==> config.mk <==
export PLATFORM = sky130hd
export DESIGN_NAME = rgb565_clip_blend_pixel
export DESIGN_NICKNAME = d
export VERILOG_FILES = /design/src/hdl/rcb_pkg.sv /design/src/hdl/rgb565_clip_blend_pixel.sv
export SDC_FILE = /design/constraint.sdc
export NUM_CORES = 2
export LEC_CHECK = 0
export ABC_AREA = 0
export ABC_CLOCK_PERIOD_IN_PS = 15200
export BUFFER_PORTS_ARGS = -buffer_cell sky130_fd_sc_hd__buf_2
export CORE_MARGIN = 1
export CORE_UTILIZATION = 37
export DETAILED_ROUTE_END_ITERATION = 7
export GPL_TIMING_DRIVEN = 0
export MAX_ROUTING_LAYER = met4
export SETUP_SLACK_MARGIN = 0.5
export SLEW_MARGIN = 15
export SYNTH_ARGS = -nofsm -noshare
export SYNTH_HDL_FRONTEND = slang
export SYNTH_SLANG_ARGS = --single-unit
export TNS_END_PERCENT = 1
==> constraint.sdc <==
create_clock -name clk -period 15.2 [get_ports clk]
set_input_delay 3.04 -clock clk [delete_from_list [all_inputs] [get_ports clk]]
set_output_delay 3.04 -clock clk [all_outputs]
set_load 0.02 [all_outputs]
==> src/hdl/rcb_pkg.sv <==
// ----------------------------------------------------------------------------
// rcb_pkg
// shared constants, register map and color helpers for the rgb565 pixel
// write stage
// ----------------------------------------------------------------------------
package rcb_pkg;

	// screen geometry
	localparam int SCREEN_WIDTH  = 160;
	localparam int SCREEN_HEIGHT = 128;

	localparam int ADDR_W  = 15;
	localparam int PADDR_W = 5;
	localparam int PDATA_W = 32;

	// register map, index is paddr[4:2]
	typedef enum logic [2:0] {
		REG_DRAW_COLOR   = 3'd0,
		REG_DRAW_ALPHA   = 3'd1,
		REG_BLEND_ENABLE = 3'd2,
		REG_CLIP_ENABLE  = 3'd3,
		REG_CLIP_ORIGIN  = 3'd4,
		REG_CLIP_SIZE    = 3'd5,
		REG_TEX_MODULATE = 3'd6,
		REG_COLOR_KEY    = 3'd7
	} reg_idx_t;

	typedef enum logic {
		OP_FILL = 1'b0,
		OP_COPY = 1'b1
	} op_t;

	localparam logic [23:0] DRAW_COLOR_RST = 24'hFF_FFFF;
	localparam logic [7:0]  DRAW_ALPHA_RST = 8'hFF;
	localparam logic [21:0] CLIP_SIZE_RST  =
		{11'(SCREEN_HEIGHT), 11'(SCREEN_WIDTH)};
	localparam logic [23:0] TEX_MOD_RST    = 24'hFF_FFFF;

	// channel widening tables, c*255/31 and c*255/63 with truncation
	typedef logic [7:0] exp5_t [32];
	typedef logic [7:0] exp6_t [64];

	function automatic exp5_t build_exp5();
		exp5_t r;
		for (int i = 0; i < 32; i++) begin
			r[i] = 8'((i * 255) / 31);
		end
		return r;
	endfunction

	function automatic exp6_t build_exp6();
		exp6_t r;
		for (int i = 0; i < 64; i++) begin
			r[i] = 8'((i * 255) / 63);
		end
		return r;
	endfunction

	localparam exp5_t EXP5 = build_exp5();
	localparam exp6_t EXP6 = build_exp6();

	// floor(x/255), exact for x below 65280
	function automatic logic [7:0] div255(logic [15:0] x);
		logic [16:0] t;
		t = {1'b0, x} + 17'(x[15:8]) + 17'd1;
		return t[15:8];
	endfunction

	function automatic logic [15:0] pack565(logic [7:0] r, logic [7:0] g, logic [7:0] b);
		return {r[7:3], g[7:2], b[7:3]};
	endfunction

	// (s*a + d*(255-a))/255
	function automatic logic [7:0] mix(logic [7:0] s, logic [7:0] d, logic [7:0] a);
		logic [15:0] ps;
		logic [15:0] pd;
		ps = s * a;
		pd = d * (8'hFF - a);
		return div255(16'(ps + pd));
	endfunction

endpackage

==> src/hdl/rgb565_clip_blend_pixel.sv <==
// ----------------------------------------------------------------------------
// rgb565_clip_blend_pixel
// pixel write stage of a 2d renderer on an rgb565 framebuffer: screen and
// clip test, fill with optional alpha blend, texel copy with color key and
// per-channel modulation
// ----------------------------------------------------------------------------
//
// channel   handshake                    payload
// -------   ---------------------------  -----------------------------------
// input     start, busy (always low)     operation, pos_x, pos_y, texel,
//                                        dest_pixel
// result    done, one-cycle strobe       write_enable, pixel_address,
//                                        pixel_color
// config    psel/penable/pwrite, pready  paddr, pwdata, prdata
//
// one transfer is taken every cycle; its result passes the input register,
// then the color/address logic into the result register
// busy never rises, so items can follow back to back without gaps
// the receiver cannot stall: each result is on the ports for one cycle only
// arst_n clears the pipeline valid bits and loads the register reset values
// ----------------------------------------------------------------------------
module rgb565_clip_blend_pixel (
	input  logic                         clk,
	input  logic                         arst_n,
	// item transfer
	input  logic                         start,
	output logic                         busy,
	input  logic                         operation,
	input  logic signed [10:0]           pos_x,
	input  logic signed [10:0]           pos_y,
	input  logic [15:0]                  texel,
	input  logic [15:0]                  dest_pixel,
	// result transfer
	output logic                         done,
	output logic                         write_enable,
	output logic [rcb_pkg::ADDR_W-1:0]   pixel_address,
	output logic [15:0]                  pixel_color,
	// register port
	input  logic                         psel,
	input  logic                         penable,
	input  logic                         pwrite,
	input  logic [rcb_pkg::PADDR_W-1:0]  paddr,
	input  logic [rcb_pkg::PDATA_W-1:0]  pwdata,
	output logic [rcb_pkg::PDATA_W-1:0]  prdata,
	output logic                         pready
);
	import rcb_pkg::*;

	// ------------------------------------------------------------------
	// configuration registers
	// ------------------------------------------------------------------
	logic [23:0] draw_color_q;
	logic [7:0]  draw_alpha_q;
	logic        blend_enable_q;
	logic        clip_enable_q;
	logic [21:0] clip_origin_q;
	logic [21:0] clip_size_q;
	logic [23:0] tex_modulate_q;
	logic [16:0] color_key_q;

	reg_idx_t reg_idx;
	logic     reg_write;

	assign pready    = 1'b1;
	assign reg_idx   = reg_idx_t'(paddr[4:2]);
	assign reg_write = psel && penable && pwrite && pready;

	always_ff @(posedge clk or negedge arst_n) begin
		if (!arst_n) begin
			draw_color_q   <= DRAW_COLOR_RST;
			draw_alpha_q   <= DRAW_ALPHA_RST;
			blend_enable_q <= 1'b0;
			clip_enable_q  <= 1'b0;
			clip_origin_q  <= '0;
			clip_size_q    <= CLIP_SIZE_RST;
			tex_modulate_q <= TEX_MOD_RST;
			color_key_q    <= '0;
		end else if (reg_write) begin
			unique case (reg_idx)
				REG_DRAW_COLOR:   draw_color_q   <= pwdata[23:0];
				REG_DRAW_ALPHA:   draw_alpha_q   <= pwdata[7:0];
				REG_BLEND_ENABLE: blend_enable_q <= pwdata[0];
				REG_CLIP_ENABLE:  clip_enable_q  <= pwdata[0];
				REG_CLIP_ORIGIN:  clip_origin_q  <= pwdata[21:0];
				REG_CLIP_SIZE:    clip_size_q    <= pwdata[21:0];
				REG_TEX_MODULATE: tex_modulate_q <= pwdata[23:0];
				REG_COLOR_KEY:    color_key_q    <= pwdata[16:0];
				default:          ;
			endcase
		end
	end

	// read back, zero-extended to the data width
	always_comb begin
		unique case (reg_idx)
			REG_DRAW_COLOR:   prdata = 32'(draw_color_q);
			REG_DRAW_ALPHA:   prdata = 32'(draw_alpha_q);
			REG_BLEND_ENABLE: prdata = 32'(blend_enable_q);
			REG_CLIP_ENABLE:  prdata = 32'(clip_enable_q);
			REG_CLIP_ORIGIN:  prdata = 32'(clip_origin_q);
			REG_CLIP_SIZE:    prdata = 32'(clip_size_q);
			REG_TEX_MODULATE: prdata = 32'(tex_modulate_q);
			REG_COLOR_KEY:    prdata = 32'(color_key_q);
			default:          prdata = '0;
		endcase
	end

	// ------------------------------------------------------------------
	// stage 1: input register
	// ------------------------------------------------------------------
	logic               valid_s1;
	logic               operation_s1;
	logic signed [10:0] pos_x_s1;
	logic signed [10:0] pos_y_s1;
	logic [15:0]        texel_s1;
	logic [15:0]        dest_pixel_s1;

	// every cycle is open for a new transfer
	assign busy = 1'b0;

	always_ff @(posedge clk or negedge arst_n) begin
		if (!arst_n) begin
			valid_s1 <= 1'b0;
		end else begin
			valid_s1 <= start && !busy;
		end
	end

	always_ff @(posedge clk) begin
		if (start && !busy) begin
			operation_s1  <= operation;
			pos_x_s1      <= pos_x;
			pos_y_s1      <= pos_y;
			texel_s1      <= texel;
			dest_pixel_s1 <= dest_pixel;
		end
	end

	// ------------------------------------------------------------------
	// position test: screen, then optional clip rectangle
	// ------------------------------------------------------------------
	logic signed [12:0] px, py;
	logic signed [12:0] clip_x, clip_y;
	logic signed [12:0] clip_x_end, clip_y_end;
	logic               on_screen, in_clip, pos_ok;

	assign px         = 13'(pos_x_s1);
	assign py         = 13'(pos_y_s1);
	assign clip_x     = 13'($signed(clip_origin_q[10:0]));
	assign clip_y     = 13'($signed(clip_origin_q[21:11]));
	assign clip_x_end = clip_x + $signed({2'b00, clip_size_q[10:0]});
	assign clip_y_end = clip_y + $signed({2'b00, clip_size_q[21:11]});

	assign on_screen = (px >= 13'sd0) && (py >= 13'sd0) &&
	                   (px < 13'(SCREEN_WIDTH)) && (py < 13'(SCREEN_HEIGHT));
	assign in_clip   = (px >= clip_x) && (py >= clip_y) &&
	                   (px < clip_x_end) && (py < clip_y_end);
	assign pos_ok    = on_screen && (!clip_enable_q || in_clip);

	// framebuffer index, cut to the address port
	logic [20:0] addr_full;
	assign addr_full = 21'(pos_y_s1[9:0]) * 21'(SCREEN_WIDTH) + 21'(pos_x_s1[9:0]);

	// ------------------------------------------------------------------
	// fill color, with optional blend over the destination
	// ------------------------------------------------------------------
	logic [15:0] fill_src, fill_mixed, fill_color;
	logic [7:0]  sr, sg, sb, dr, dg, db;

	assign fill_src = pack565(draw_color_q[23:16], draw_color_q[15:8], draw_color_q[7:0]);
	assign sr = EXP5[fill_src[15:11]];
	assign sg = EXP6[fill_src[10:5]];
	assign sb = EXP5[fill_src[4:0]];
	assign dr = EXP5[dest_pixel_s1[15:11]];
	assign dg = EXP6[dest_pixel_s1[10:5]];
	assign db = EXP5[dest_pixel_s1[4:0]];
	assign fill_mixed = pack565(mix(sr, dr, draw_alpha_q), mix(sg, dg, draw_alpha_q),
	                            mix(sb, db, draw_alpha_q));

	// alpha ends pass one side through untouched
	always_comb begin
		priority if (!blend_enable_q)        fill_color = fill_src;
		else if (draw_alpha_q == 8'hFF)       fill_color = fill_src;
		else if (draw_alpha_q == 8'h00)       fill_color = dest_pixel_s1;
		else                                  fill_color = fill_mixed;
	end

	// ------------------------------------------------------------------
	// texel copy: color key and per-channel modulation
	// ------------------------------------------------------------------
	logic        key_hit;
	logic [7:0]  mod_r, mod_g, mod_b;
	logic [15:0] copy_color;

	assign key_hit = color_key_q[16] && (texel_s1 == color_key_q[15:0]);
	assign mod_r   = div255(16'(texel_s1[15:11]) * 16'(tex_modulate_q[23:16]));
	assign mod_g   = div255(16'(texel_s1[10:5]) * 16'(tex_modulate_q[15:8]));
	assign mod_b   = div255(16'(texel_s1[4:0]) * 16'(tex_modulate_q[7:0]));
	assign copy_color = {mod_r[4:0], mod_g[5:0], mod_b[4:0]};

	// ------------------------------------------------------------------
	// stage 2: result register
	// ------------------------------------------------------------------
	logic              we_next;
	logic [ADDR_W-1:0] addr_next;
	logic [15:0]       color_next;

	always_comb begin
		we_next    = 1'b0;
		addr_next  = '0;
		color_next = '0;
		if (pos_ok) begin
			unique case (op_t'(operation_s1))
				OP_FILL: begin
					we_next    = 1'b1;
					color_next = fill_color;
				end
				OP_COPY: begin
					we_next    = !key_hit;
					color_next = key_hit ? 16'h0000 : copy_color;
				end
				default: ;
			endcase
			if (we_next) addr_next = addr_full[ADDR_W-1:0];
		end
	end

	logic              done_s2;
	logic              write_enable_s2;
	logic [ADDR_W-1:0] pixel_address_s2;
	logic [15:0]       pixel_color_s2;

	always_ff @(posedge clk or negedge arst_n) begin
		if (!arst_n) begin
			done_s2         <= 1'b0;
			write_enable_s2 <= 1'b0;
		end else begin
			done_s2         <= valid_s1;
			write_enable_s2 <= valid_s1 && we_next;
		end
	end

	always_ff @(posedge clk) begin
		if (valid_s1) begin
			pixel_address_s2 <= addr_next;
			pixel_color_s2   <= color_next;
		end
	end

	assign done          = done_s2;
	assign write_enable  = write_enable_s2;
	assign pixel_address = pixel_address_s2;
	assign pixel_color   = pixel_color_s2;

`ifndef SYNTHESIS
	// every accepted transfer yields its result after the input and result registers
	a_latency: assert property (@(posedge clk) disable iff (!arst_n)
		start && !busy |-> ##2 done)
		else $error("result strobe missing after accepted transfer");

	// no result strobe without an item accepted ahead of it through both registers
	a_no_spurious: assert property (@(posedge clk) disable iff (!arst_n)
		done |-> $past(start && !busy, 2))
		else $error("result strobe without an accepted transfer");

	// a write enable only comes with a result
	a_we_strobe: assert property (@(posedge clk) disable iff (!arst_n)
		write_enable |-> done)
		else $error("write enable outside a result cycle");

	// a dropped pixel carries zero address and color
	a_drop_zero: assert property (@(posedge clk) disable iff (!arst_n)
		done && !write_enable |-> pixel_address == '0 && pixel_color == '0)
		else $error("dropped pixel with nonzero payload");
`endif

endmodule
==> run metrics <==
status=finished clean; Setup Viol. Count Final=0; FMAX=between 100 and 150 MHz; Routability Congestion=roughly 0.96; CTS resizes=0; first-pass GRT wire length=between 100000 and 150000 microns; Critical-path top delay cell=buf_1; synthesized instance count=roughly 3400; distinct cell type count after synthesis=87; HPWL Detailed=around 75000 microns; Slew Viols, Final=0; row count=105; WL/cell=19.6 microns; Initial Util=0.376; setup tns final=0 ns; Fin. Hold Viols=0; Hold WC Path Type=flop to flop; Max stage delay on crit path=0.81 ns; slew margin rel.=0.174; Port Buffers=~140; area of the multi-input gates=about 0.023 sq mm; post-synth top area share=0.227; fillcell total=about 8000; area of the mapped netlist=between 0.03 and 0.04 sq mm; RSZ-0062 raised after global routing=false; post-synthesis sequential area ratio=0.184; H-tree Lvls=1; worst-skew pair later-pin latency=about 0.60 ns; Nets=roughly 4400; main combinational cell family by area after synthesis=adder cells; CTS hold repair buffers=0; Synth Area in Compound Gates=0.106; Initial DRT Pass Iterations=5; Arr. time, crit path=about 10 ns; Vias/cell=roughly 5.2; final worst path period need=around 9.9 ns; top_reg_cell synth=edfxtp_1; most common cell in the netlist=inv_1; CP Max Fanout=10; startpoint types=flop; Critical Path Most Common Cell=fa_1; Avg Cell Area, Syn=around 9.2 sq um; critical path required time=~16 ns; area growth from synthesis to layout=10.1%; post-synthesis simple-gate area fraction=0.160; Post-CTS Setup Bufs=0; final cycle utilization of the critical path=0.650; Post-synth EDFFs=86; clock slew at reported path FFs=approximately 0.06 ns; Reg area=roughly 0.0057 sq mm; antenna violations before repair=5; die height=between 200 and 300 microns; Core Region=between 0.08 and 0.09 sq mm; clock sinks=~210; largest net degree at the start of global routing=63; Clock Tree Root=clkbuf_16; Max-Cap Viols=0; Post-synth ARST share=0.587; Setup CP Type=flop to flop; DRC viols=0; Yosys reg bits=208; DR iter-0 viols=1687; CTS tree=built; die area=0.0850 sq mm; Ports=about 170; Post-synth top cells=inv_1 (575), ha_1 (376), fa_1 (352); post-synth top area cell=fa_1; CTS max path bufs=3; actual slew at the worst max-slew pin=1.23 ns; Total GRT Usage=0.222; gr ovfl total=0; Vias=between 20000 and 25000; number of global-route vias before repair=~25000; Crit. End Element=flop; synth top area cells=fa_1 (23%), ha_1 (15%), edfxtp_1 (8.3%); mux cell area share after synthesis=0.0480; share of cells above drive strength 1=0.109; ANT nets after route=0; Detailed Route WL=between 90000 and 100000 microns; Die W=between 200 and 300 microns; Final Skew=approximately 0.020 ns; YS warnings=0; clock buffer count from CTS=28; xor/xnor cell area share of the yosys netlist=0.0359; adder-cell area share of the yosys netlist=0.379
## final timing paths
path,from,endpoint,slack (ns),cells after the start
worst max register to register,draw_alpha_q[7],pixel_color[4],5.31,29
max in group asynchronous,arst_n,draw_color_q[14],11.98,2
worst max-delay path,draw_alpha_q[7],pixel_color[4],5.31,29
worst min register to register,blend_enable_q,blend_enable_q,0.53,1
min in group asynchronous,arst_n,clip_size_q[20],2.44,1
worst min-delay path,blend_enable_q,blend_enable_q,0.53,1
## kinds of logic (layout without fill, tap and decap cells)
family	count (synthesis)	after routing
and+or+nand+nor	960	960
adders and majority gates	728	728
DFF	208	208
xor gates and xnor gates	127	127
buffers and inverters	710	907
muxes	128	128
AOI/OAI and AO/OA	500	500
other	2	15
## flip-flops by register name, summed over array words and instances, names as in the netlist, 15 cells and up
name,count
color_key_q,17
dest_pixel_s1,16
texel_s1,16
clip_size_q,22
tex_modulate_q,24
clip_origin_q,22
pixel_color,16
draw_color_q,24
pixel_address,15
## layout make-up
cell class,instances,area share
multi-input cells,2457,0.663
flip-flops and latches,208,0.167
inverters,577,0.0634
well taps,1070,0.0392
repair buffers,145,0.0233
clock buffers,31,0.0208
plain buffers,133,0.0157
clock inverters,21,0.00725
diodes,1,0.0000732
## cells in the final DEF (no fill, tap or decap), drive strengths merged, types with 14 or more instances in the layout
cell type	Yosys	final
and2	143	143
inv	575	577
xnor2	88	88
dfstp	59	59
xor2	39	39
o21ai	103	103
clkinv	2	15
and3	23	23
nor4	18	18
a21oi	131	131
nand4	15	15
a211oi	23	23
nor3	42	42
o21bai	19	19
conb	2	14
or2	18	18
nor2b	76	76
mux2	95	95
dfrtp	63	63
a21o	30	30
mux2i	26	26
nand2b	108	108
nor2	162	162
or3	16	16
o22ai	22	22
o21a	42	42
ha	376	376
nand2	263	263
buf	17	162
edfxtp	86	86
o211ai	17	17
nand3	33	33
clkbuf	116	147
fa	352	352
## routing by layer
metal / track usage / routed length (microns) / up-vias
met5: - / 0 / -
met4: 0.0537 / 2510 / 0
met3: 0.0269 / 6160 / 113
met2: 0.366 / 42900 / 801
met1: 0.291 / 39500 / 11951
li1: - / - / 11410
## through the flow
step                       util  instance area [sq um]  worst slack (ns)  hold WS (ns)  instances
after floorplan               -                  31100              7.12         0.500       3375
after global placement    0.401                  33100              5.45         0.520       4587
after detailed placement  0.402                  33200              5.47         0.523       4590
after CTS                 0.414                  34200              5.45         0.536       4642
after global routing      0.414                  34200              4.93         0.576       4642
final                     0.414                  34200              5.31         0.534       4643
## critical path: cells and delay by family (launching register included)
kind	cells	cell delay [ns]
DFF	1	0.61
xor gates and xnor gates	2	0.87
buffers and inverters	6	1.67
AOI/OAI and AO/OA	7	1.38
adders and majority gates	8	3.59
and+or+nand+nor	6	1.49
Power is left out: the tool's default activity adds up to more than one toggle a clock period on the data nets, which glitch-free logic cannot reach.
